`config.mk`:
```
export PLATFORM = sky130hd
export DESIGN_NAME = queue_with_remove_by_value_core
export DESIGN_NICKNAME = d
export VERILOG_FILES = /design/src/rtl/qrv_pkg.sv /design/src/rtl/qrv_mem.sv /design/src/rtl/queue_with_remove_by_value_core.sv
export SDC_FILE = /design/constraint.sdc
export NUM_CORES = 1
export LEC_CHECK = 0
export BUFFER_PORTS_ARGS = -buffer_cell sky130_fd_sc_hd__buf_2
export CORE_MARGIN = 5
export CORE_UTILIZATION = 66
export CTS_BUF_LIST = sky130_fd_sc_hd__clkbuf_16
export CTS_CLUSTER_DIAMETER = 30
export DETAILED_ROUTE_END_ITERATION = 7
export PLACE_DENSITY = 0.84
export SYNTH_ARGS = -nofsm -noshare
export SYNTH_HDL_FRONTEND = slang
export SYNTH_SLANG_ARGS = --single-unit
```
`constraint.sdc`:
```
create_clock -name clk -period 7.8 [get_ports clk]
set_clock_uncertainty 0.2 [all_clocks]
set_input_delay 0.39 -clock clk [delete_from_list [all_inputs] [get_ports clk]]
set_output_delay 0.39 -clock clk [all_outputs]
set_load 0.01 [all_outputs]
```
`src/rtl/qrv_pkg.sv`:
```
package qrv_pkg;

  typedef enum logic [1:0] {
    RQ_APPEND  = 2'd0,
    RQ_PREPEND = 2'd1,
    RQ_DEQUEUE = 2'd2,
    RQ_REMOVE  = 2'd3
  } req_kind_t;

  typedef enum logic [1:0] {
    ST_OK        = 2'd0,
    ST_NOT_FOUND = 2'd1,
    ST_EMPTY     = 2'd2,
    ST_FULL      = 2'd3
  } status_t;

  typedef enum logic [2:0] {
    S_IDLE,
    S_START,
    S_DEQ,
    S_SCAN,
    S_FINISH
  } fsm_t;

  typedef struct packed {
    req_kind_t   req_type;
    logic [31:0] entry_value;
  } req_t;

  typedef struct packed {
    logic [31:0] taken_value;
    status_t     status;
    logic [4:0]  fill_count;
  } res_t;

endpackage

```
`src/rtl/qrv_mem.sv`:
```
module qrv_mem #(
  parameter int DEPTH = 16,
  parameter int WIDTH = 32,
  parameter int AW    = $clog2(DEPTH)
) (
  input  logic             clk,
  input  logic             we,
  input  logic [AW-1:0]    waddr,
  input  logic [WIDTH-1:0] wdata,
  input  logic [AW-1:0]    raddr,
  output logic [WIDTH-1:0] rdata
);

  logic [WIDTH-1:0] mem [DEPTH];

  always_ff @(posedge clk) begin
    if (we) begin
      mem[waddr] <= wdata;
    end
    rdata <= mem[raddr];
  end

endmodule

```
`src/rtl/queue_with_remove_by_value_core.sv`:
```
// An accepted request is registered, then passes through S_START; dequeue adds S_DEQ and
// remove-by-value adds S_SCAN, which walks the held entries; S_FINISH loads the result register.
// Remove scans the held entries once through the RAM read port, closing the gap as it goes.
// One request in flight: a new request is taken only after the result is loaded, which waits
// while a stalled result holds the output register.
// Reset clears the FSM, head pointer, count and output valid; the entry RAM is not cleared.
module queue_with_remove_by_value_core #(
  parameter int QUEUE_DEPTH = 16,
  parameter int ENTRY_BITS  = 32
) (
  input  logic          clk,
  input  logic          rst,
  input  logic          req_valid,
  output logic          req_stall,
  input  qrv_pkg::req_t req,
  output logic          res_valid,
  input  logic          res_stall,
  output qrv_pkg::res_t res
);

  localparam int PTR_W = $clog2(QUEUE_DEPTH);
  localparam int CNT_W = $clog2(QUEUE_DEPTH + 1);
  localparam logic [PTR_W-1:0] LAST_ADDR = PTR_W'(QUEUE_DEPTH - 1);
  localparam logic [CNT_W-1:0] FULL_CNT  = CNT_W'(QUEUE_DEPTH);
  localparam logic [PTR_W:0]   DEPTH_X   = (PTR_W + 1)'(QUEUE_DEPTH);

  function automatic logic [PTR_W-1:0] wrap_inc(input logic [PTR_W-1:0] a);
    return (a == LAST_ADDR) ? '0 : a + 1'b1;
  endfunction

  function automatic logic [PTR_W-1:0] wrap_dec(input logic [PTR_W-1:0] a);
    return (a == '0) ? LAST_ADDR : a - 1'b1;
  endfunction

  qrv_pkg::fsm_t    state, state_next;
  qrv_pkg::req_t    cur, cur_next;
  qrv_pkg::status_t status_r, status_next;
  logic [PTR_W-1:0] head, head_next;
  logic [CNT_W-1:0] count, count_next;
  logic [PTR_W-1:0] pos, pos_next;
  logic [PTR_W-1:0] addr, addr_next;
  logic [PTR_W-1:0] prev_addr, prev_next;
  logic             found, found_next;
  logic [ENTRY_BITS-1:0] taken, taken_next;
  logic             res_load;

  logic                  we;
  logic [PTR_W-1:0]      waddr, raddr;
  logic [ENTRY_BITS-1:0] wdata, rdata;
  logic [ENTRY_BITS-1:0] word;
  logic [PTR_W:0]        tail_sum;
  logic [PTR_W-1:0]      tail_addr;
  logic                  last_pos;
  logic                  hit;

  assign req_stall = rst || (state != qrv_pkg::S_IDLE);
  assign word      = ENTRY_BITS'(cur.entry_value);

  // head + count, wrapped once
  assign tail_sum  = {1'b0, head} + (PTR_W + 1)'(count);
  assign tail_addr = (tail_sum >= DEPTH_X) ? PTR_W'(tail_sum - DEPTH_X) : PTR_W'(tail_sum);
  assign last_pos  = (CNT_W'(pos) + CNT_W'(1)) == count;
  assign hit       = (rdata == word);

  qrv_mem #(
    .DEPTH(QUEUE_DEPTH),
    .WIDTH(ENTRY_BITS),
    .AW   (PTR_W)
  ) u_mem (
    .clk  (clk),
    .we   (we),
    .waddr(waddr),
    .wdata(wdata),
    .raddr(raddr),
    .rdata(rdata)
  );

  always_comb begin
    state_next  = state;
    cur_next    = cur;
    status_next = status_r;
    head_next   = head;
    count_next  = count;
    pos_next    = pos;
    addr_next   = addr;
    prev_next   = prev_addr;
    found_next  = found;
    taken_next  = taken;
    res_load    = 1'b0;
    we          = 1'b0;
    waddr       = addr;
    wdata       = word;
    raddr       = addr;
    case (state)
      qrv_pkg::S_IDLE: begin
        if (req_valid && !req_stall) begin
          cur_next   = req;
          state_next = qrv_pkg::S_START;
        end
      end
      qrv_pkg::S_START: begin
        taken_next  = '0;
        status_next = qrv_pkg::ST_OK;
        found_next  = 1'b0;
        pos_next    = '0;
        addr_next   = head;
        prev_next   = head;
        raddr       = head;
        state_next  = qrv_pkg::S_FINISH;
        case (cur.req_type)
          qrv_pkg::RQ_APPEND: begin
            if (count == FULL_CNT) begin
              status_next = qrv_pkg::ST_FULL;
            end else begin
              we         = 1'b1;
              waddr      = tail_addr;
              count_next = count + 1'b1;
            end
          end
          qrv_pkg::RQ_PREPEND: begin
            if (count == FULL_CNT) begin
              status_next = qrv_pkg::ST_FULL;
            end else begin
              we         = 1'b1;
              waddr      = wrap_dec(head);
              head_next  = wrap_dec(head);
              count_next = count + 1'b1;
            end
          end
          qrv_pkg::RQ_DEQUEUE: begin
            if (count == '0) begin
              status_next = qrv_pkg::ST_EMPTY;
            end else begin
              state_next = qrv_pkg::S_DEQ;
            end
          end
          qrv_pkg::RQ_REMOVE: begin
            if (count == '0) begin
              status_next = qrv_pkg::ST_EMPTY;
            end else begin
              state_next = qrv_pkg::S_SCAN;
            end
          end
          default: begin
            state_next = qrv_pkg::S_FINISH;
          end
        endcase
      end
      qrv_pkg::S_DEQ: begin
        taken_next = rdata;
        head_next  = wrap_inc(head);
        count_next = count - 1'b1;
        state_next = qrv_pkg::S_FINISH;
      end
      qrv_pkg::S_SCAN: begin
        // rdata holds position pos; fetch pos+1 while deciding on pos
        raddr     = wrap_inc(addr);
        addr_next = wrap_inc(addr);
        prev_next = addr;
        pos_next  = pos + 1'b1;
        if (found) begin
          // past the match: move each entry up one place
          we    = 1'b1;
          waddr = prev_addr;
          wdata = rdata;
        end else if (hit) begin
          found_next = 1'b1;
          taken_next = rdata;
        end
        if (last_pos) begin
          state_next = qrv_pkg::S_FINISH;
          if (found || hit) begin
            count_next = count - 1'b1;
          end else begin
            status_next = qrv_pkg::ST_NOT_FOUND;
          end
        end
      end
      qrv_pkg::S_FINISH: begin
        if (!res_valid || !res_stall) begin
          res_load   = 1'b1;
          state_next = qrv_pkg::S_IDLE;
        end
      end
      default: begin
        state_next = qrv_pkg::S_IDLE;
      end
    endcase
  end

  always_ff @(posedge clk) begin
    if (rst) begin
      state     <= qrv_pkg::S_IDLE;
      head      <= '0;
      count     <= '0;
      res_valid <= 1'b0;
    end else begin
      state <= state_next;
      head  <= head_next;
      count <= count_next;
      if (res_load) begin
        res_valid <= 1'b1;
      end else if (!res_stall) begin
        res_valid <= 1'b0;
      end
    end
  end

  always_ff @(posedge clk) begin
    cur       <= cur_next;
    status_r  <= status_next;
    pos       <= pos_next;
    addr      <= addr_next;
    prev_addr <= prev_next;
    found     <= found_next;
    taken     <= taken_next;
    if (res_load) begin
      res.taken_value <= 32'(taken);
      res.status      <= status_r;
      res.fill_count  <= 5'(count);
    end
  end

endmodule

```
# Word level (Yosys, flattened, before mapping)
# Memory sizes are Yosys's and may differ from the RTL's. A register that Yosys moved wholly into a read port is not among the register bits.
# Index checks and enable logic that the tools add are counted.
[totals]
mem_count = 1
out_inout_bits = 41
word_cells = 123
reg_bits = 133
ramBits = 512
[op_classes]
n_reduce_logical = 23
n_addsub = 9
eq_ne = 23
muxes = 51
n_lt_le_gt_ge = 1
[memory_table]
columns = ["memory", "words", "word_bits", "rd", "rd_clocked_by_memory_dff", "write_ports", "line", "text"]
rows = [
  ["u_mem.mem", 16, 32, 1, 1, 1, "qrv_mem.sv:14", "logic [WIDTH-1:0] mem [DEPTH];"],
]
[ops]
columns = ["operator", "n"]
rows = [
  ["2-to-1 mux 32 bit", 4],
  ["case mux 32 bit (3 select lines)", 1],
  ["case mux 4 bit (2 select lines)", 6],
  ["2-to-1 mux 4 bit", 9],
  ["equality test 32 bit", 1],
  ["2-to-1 mux 5 bit", 4],
  ["!= test 2 bit (second input constant)", 9],
  ["2-to-1 mux 3 bit", 5],
  ["case mux 3 bit (5 select lines)", 1],
  ["case mux 5 bit (3 select lines)", 1],
  ["adder 4 x 1 -> 4 bit (second input constant)", 3],
  ["AND reduction 3 bit", 4],
  ["2-to-1 mux 1 bit", 11],
  ["equality test 4 bit (second input constant)", 2],
  ["2-to-1 mux 2 bit", 4],
  ["case mux 2 bit (2 select lines)", 2],
  ["subtractor 4 x 1 -> 4 bit (second input constant)", 2],
  ["equality test 3 x 2 -> 1 bit (second input constant)", 2],
  ["case mux 3 bit (2 select lines)", 1],
  ["nonzero test 3 bit", 2],
  ["adder 4 x 1 -> 5 bit (second input constant)", 1],
  ["adder 4 x 5 -> 5 bit", 1],
  ["adder 5 x 1 -> 5 bit (second input constant)", 1],
  ["equality test 5 bit", 1],
  ["other kinds (20)", 29],
]

# Depth between registers and ports, before layout
[logic_depth]
ltp_word = 6
mapped_depth = 11
ltp_nobuf = 8

# Cells and area by module
# Synthesis repeated with hierarchy kept, for this count alone.
[unflattened]
cells_unflattened = 1296
hier_area_um2 = 25981.2
[by_module_without_submodules]
columns = ["mod", "instances", "seq_area_each_um2", "area_per_inst_um2", "cells_per_inst"]
rows = [
  ["qrv_mem", 1, 16015.4, 19835.3, 838],
  ["queue_with_remove_by_value_core", 1, 3823.7, 6145.9, 458],
]

# Worst setup path after synthesis
# No wires, ideal clock.
[synth_timing]
path_kind = "flip-flop to flip-flop"
start = "register count[1]"
end = "memory u_mem.mem[3][0] (enable)"
stages_incl_launch_ff = 8
slack_ps = 3182
t_arrival_ps = 3957
period_less_slack_ps = 4618
path_buffers = 0
t_required_ps = 7139
cell_sequence = "dfxtp_1 > ha_1 > a21o_1 > a21oi_1 > xnor2_1 > mux2_2 > o21a_1 > nor3_1"
[synth_via]
elab_chain_cells = 6
[synth_rtl]
columns = ["element", "line", "text"]
rows = [
  ["from (decl)", "queue_with_remove_by_value_core.sv:39", "logic [CNT_W-1:0] count, count_next;"],
  ["from (signal assigned)", "queue_with_remove_by_value_core.sv:200", "count <= count_next;"],
  ["adder 4 x 5 -> 5 bit or equality test 5 bit (tied branches)", "queue_with_remove_by_value_core.sv:60, queue_with_remove_by_value_core.sv:112, queue_with_remove_by_value_core.sv:121", ""],
  ["subtractor 4 x 1 -> 4 bit, or another cell as far along", "queue_with_remove_by_value_core.sv:61", "assign tail_addr = (tail_sum >= DEPTH_X) ? PTR_W'(tail_sum - DEPTH_X) : PTR_W'(tail_sum);"],
  ["2-to-1 mux 4 bit or 2-to-1 mux 1 bit (tied branches)", "-", ""],
  ["2-to-1 mux 4 bit or case mux 1 bit (2 select lines) (tied branches)", "queue_with_remove_by_value_core.sv:112, queue_with_remove_by_value_core.sv:94", ""],
  ["case mux 4 bit (2 select lines) or 2-to-1 mux 1 bit (tied branches)", "queue_with_remove_by_value_core.sv:110, qrv_mem.sv:17", ""],
  ["case mux 4 bit (2 select lines) or 2-to-1 mux 1 bit (tied branches)", "queue_with_remove_by_value_core.sv:94, qrv_mem.sv:18", ""],
  ["to (decl)", "qrv_mem.sv:14", ""],
]
# Parallel ways exist; a longest one is shown, timed or not.

# Worst setup path in the final report
[layout_timing]
start = "register state[1]"
end = "memory u_mem.mem[7][7] (enable)"
[layout_via]
elab_chain_cells = 4
[layout_rtl]
columns = ["element", "line", "text"]
rows = [
  ["from (decl)", "queue_with_remove_by_value_core.sv:35", "qrv_pkg::fsm_t state, state_next;"],
  ["from (signal assigned)", "queue_with_remove_by_value_core.sv:193", "state <= qrv_pkg::S_IDLE;"],
  ["from (signal assigned)", "queue_with_remove_by_value_core.sv:198", "state <= state_next;"],
  ["equality test 3 x 2 -> 1 bit or equality test 3 x 1 -> 1 bit (tied branches)", "queue_with_remove_by_value_core.sv:94", "case (state)"],
  ["case mux 1 bit (2 select lines)", "queue_with_remove_by_value_core.sv:94", ""],
  ["2-to-1 mux 1 bit", "qrv_mem.sv:17", "if (we) begin"],
  ["2-to-1 mux 1 bit (not written as such)", "qrv_mem.sv:18", "mem[waddr] <= wdata;"],
]
# Parallel ways exist; a longest one is shown, timed or not.

==> flow_summary_export.csv <==
group,metric,value,unit
critical_path,crit_slowest_cell,"nor3_2",
timing,hold_viol,0,
critical_path,crit_path_start,"state[1]",
die,rows,73,
critical_path,setup.worst_path.end_class,"register",
critical_path,crit_path_max_fanout,33,
layout,register_area,0.0198,mm2
cts,clockRootBuffer,"clkbuf_16",
yosys,synth_compound_area_share,2.01,%
critical_path,critPathLaunchType,"register",
layout,layout_common_cells,"628 x edfxtp_1, 128 x mux4_2, 110 x clkbuf_16",
yosys,synth-seq-area-share,75.1,%
yosys,synth_nets,1342,
routing,drcViolationCount,0,
die,die_h,210,um
layout,fillers,1830,
critical_path,regToRegSetupSlack,3.17,ns
yosys,synth_warnings,0,
power_and_ir_drop,internal_power,9.47,mW
cts,numCtsBuffers,108,
yosys,synth_area,0.0264,mm2
timing,worst_slew_pin_slew,1.19,ns
worst_hold_path,holdPathStages,4,
die,die-area,0.0441,mm2
yosys,yosys.area_share.simple,2.85,%
timing,max-slew-margin-rel,20.8,%
yosys,synthMuxAreaShare,16.3,%
worst_hold_path,hp-class,"input port to register",
cts,cts_tree,"built",
placed_design,io_buffers,78,
routing,vias,14400,
critical_path,cp.required,7.85,ns
yosys,synth_fa_ha_area_share,0.626,%
die,io_pins,79,
critical_path,regToRegEndpoint,"u_mem.mem[7][7]",
layout,area_growth,19.4,%
routing,vias_per_cell,6.83,
placed_design,pre_cts_ws,3.52,ns
layout,antenna_cells,0,
global_routing,grt-ovfl-total,0,
timing,rsz0062_at_grt,"no",
timing,setup_viol,0,
die,core-area,0.0396,mm2
yosys,synth_cell_types,58,
yosys,ys_ff_latch,677,
power_and_ir_drop,p_leak,10.9,nW
power_and_ir_drop,power_switching,4.51,mW
global_routing,grt_pass1_wl,100000,um
cts,cts_max_level,3,
routing,drtPass1Iterations,5,
critical_path,crit_family,"simple AND/OR/NAND/NOR gates",
routing,drtIter0Drc,2153,
layout,drive_gt1_share,31.0,%
timing,hold-worst-slack,0.0465,ns
yosys,syn_avg_cell_area,20.4,um2
placed_design,gp_congestion,0.878,
worst_hold_path,worstHoldEndpoint,"state[0]",
yosys,synth_top_family_by_area,"multiplexers",
cts,clkLatencyLatePin,0.64,ns
yosys,async_flop_share,0,%
critical_path,cp.buffers_inverters,2,
global_routing,antenna_found_initial,2,
power_and_ir_drop,p_sw_share,32.3,%
layout,final_common_cell,"edfxtp_1",
power_and_ir_drop,pwr-share-seq,36.5,%
power_and_ir_drop,p_clk_share,34.0,%
critical_path,rr_worst_depth,7,
worst_hold_path,hp-start,"req_valid",
power_and_ir_drop,pwr-share-comb,29.5,%
timing,fin_crit_sh,59.3,%
placed_design,dp_cells,1873,
flow_run,drv_cap,0,
timing,min_period,4.63,ns
critical_path,cp_common_cell,"buf_4",
routing,wl,67600,um
cts,clkTransAtPathRegs,0.05,ns
global_routing,grt_pass1_vias,14800,
layout,multi_input_area,0.00633,mm2
yosys,synth-edff-count,628,
critical_path,critPathKind,"register to register",
yosys,syn_inst,1292,
timing,setup_slack,3.17,ns
global_routing,grt_usage,31.2,%
power_and_ir_drop,ir_drop,505,uV
layout,fin_cells,2113,
critical_path,arrival,4.68,ns
timing,setup_tns,0,ns
global_routing,grt_max_degree,130,
critical_path,r2r-start,"state[1]",
power_and_ir_drop,pwr_density_cell,443,mW/mm2
cts,cts_sinks,677,
critical_path,path_cells,"nand3b_1 > nor2_4 > buf_4 > a32o_1 > nand2_1 > nor3_2 > buf_4",
critical_path,slowest_delay,0.85,ns
yosys,synth_xor_area_share,1.56,%
routing,antenna_left,0,
run_status,status,"finished clean",
placed_design,post-dp-hpwl,31300,um
timing,max_freq,216,MHz
die,initial_core_util,66.6,%
cts,clockBufferDepth,3,
layout,fin_nets,1545,
routing,drt-wirelength-per-cell,32.0,um
timing,final-max-slew-violation-count,0,
yosys,ys.flop_type,"edfxtp_1",
die,die_w,210,um
-- repair_timing --
item                                    in CTS  in global routing
resized for setup                            0                  0
hold buffers                                37                  0
endpoints found under the hold margin       43                  0
endpoints found under the setup margin       0                  0
setup buffers                                0                  0
-- metrics by stage --
stage | power (mW) | area, um2 | utilization [%]
detailed placement | 9.01 | 27500 | 69.4
floorplan | 8.01 | 26400 | -
global placement | 8.85 | 27500 | 69.4
global route | 14.5 | 31500 | 79.5
CTS | 14.0 | 31500 | 79.5
finish | 14.0 | 31500 | 79.5
-- sequential cells by signal, summed over array words and instances, names as in the netlist --
name / count
addr: 4
count: 5
cur: 2
found: 1
head: 4
pos: 4
prev_addr: 4
res: 39
res_valid: 1
state: 3
status_r: 2
taken: 32
u_mem.mem: 512
u_mem.rdata: 32
word: 32
-- cell families after synthesis --
family / after synthesis
AOI/OAI and AO/OA: 83
xor gates and xnor gates: 47
adders and majority gates: 12
buffers and inverters: 63
DFF: 677
muxes: 265
and+or+nand+nor: 145
-- how the worst max path moves through the flow --
stage,endpoint,cells after the start
final,u_mem.mem[7][7],7
after global routing,u_mem.mem[7][7],7
after CTS,u_mem.mem[7][7],7
after detailed placement,u_mem.mem[7][7],7
after global placement,u_mem.mem[7][9],7
after floorplan,u_mem.mem[3][0],7
-- layer usage --
metal | wire, um | vias to the layer above | track usage [%]
li1 | - | 5697 | -
met1 | 23600 | 7307 | 42.5
met2 | 33700 | 1196 | 50.7
met4 | 2650 | 4 | 11.4
met5 | 34 | - | 0
met3 | 7600 | 223 | 7.55
-- synth_stat cells (15+ instances only) --
master	n	area share (%)
mux4_2	128	11
mux2_2	37	1.6
and2_1	34	0.81
dfxtp_1	49	3.7
xor2_1	38	1.3
nor2_1	32	0.45
a21oi_1	25	0.47
edfxtp_1	628	71
mux2i_1	99	3.8
o21ai_0	15	0.28
nand2_1	30	0.43
buf_2	22	0.42
-- power by group through the flow --
stage	Combinational (mW)	Sequential [mW]	Clock [mW]
2_1_floorplan	3.01	5.00	0
3_3_place_gp	3.77	5.08	0
3_5_place_dp	3.89	5.12	0
4_1_cts	4.12	5.09	4.78
5_1_grt	4.37	5.14	4.98
6_report	4.12	5.10	4.75
-- worst min-delay path, cell delays in order --
cell and delay [ns]:
buf_2 0.11, nand2b_1 0.07, a31oi_1 0.12, o21a_1 0.12
-- area by class of cell --
class                           instances  share of cell area [%]
Multi-Input combinational cell        552                    20.1
Inverter                                8                  0.0952
Clock inverter                         93                    2.86
Sequential cell                       677                    62.9
Tap cell                              525                    2.08
Timing Repair Buffer                  148                    3.24
Clock buffer                          110                    8.73
Power figures use the tool's default switching activity.
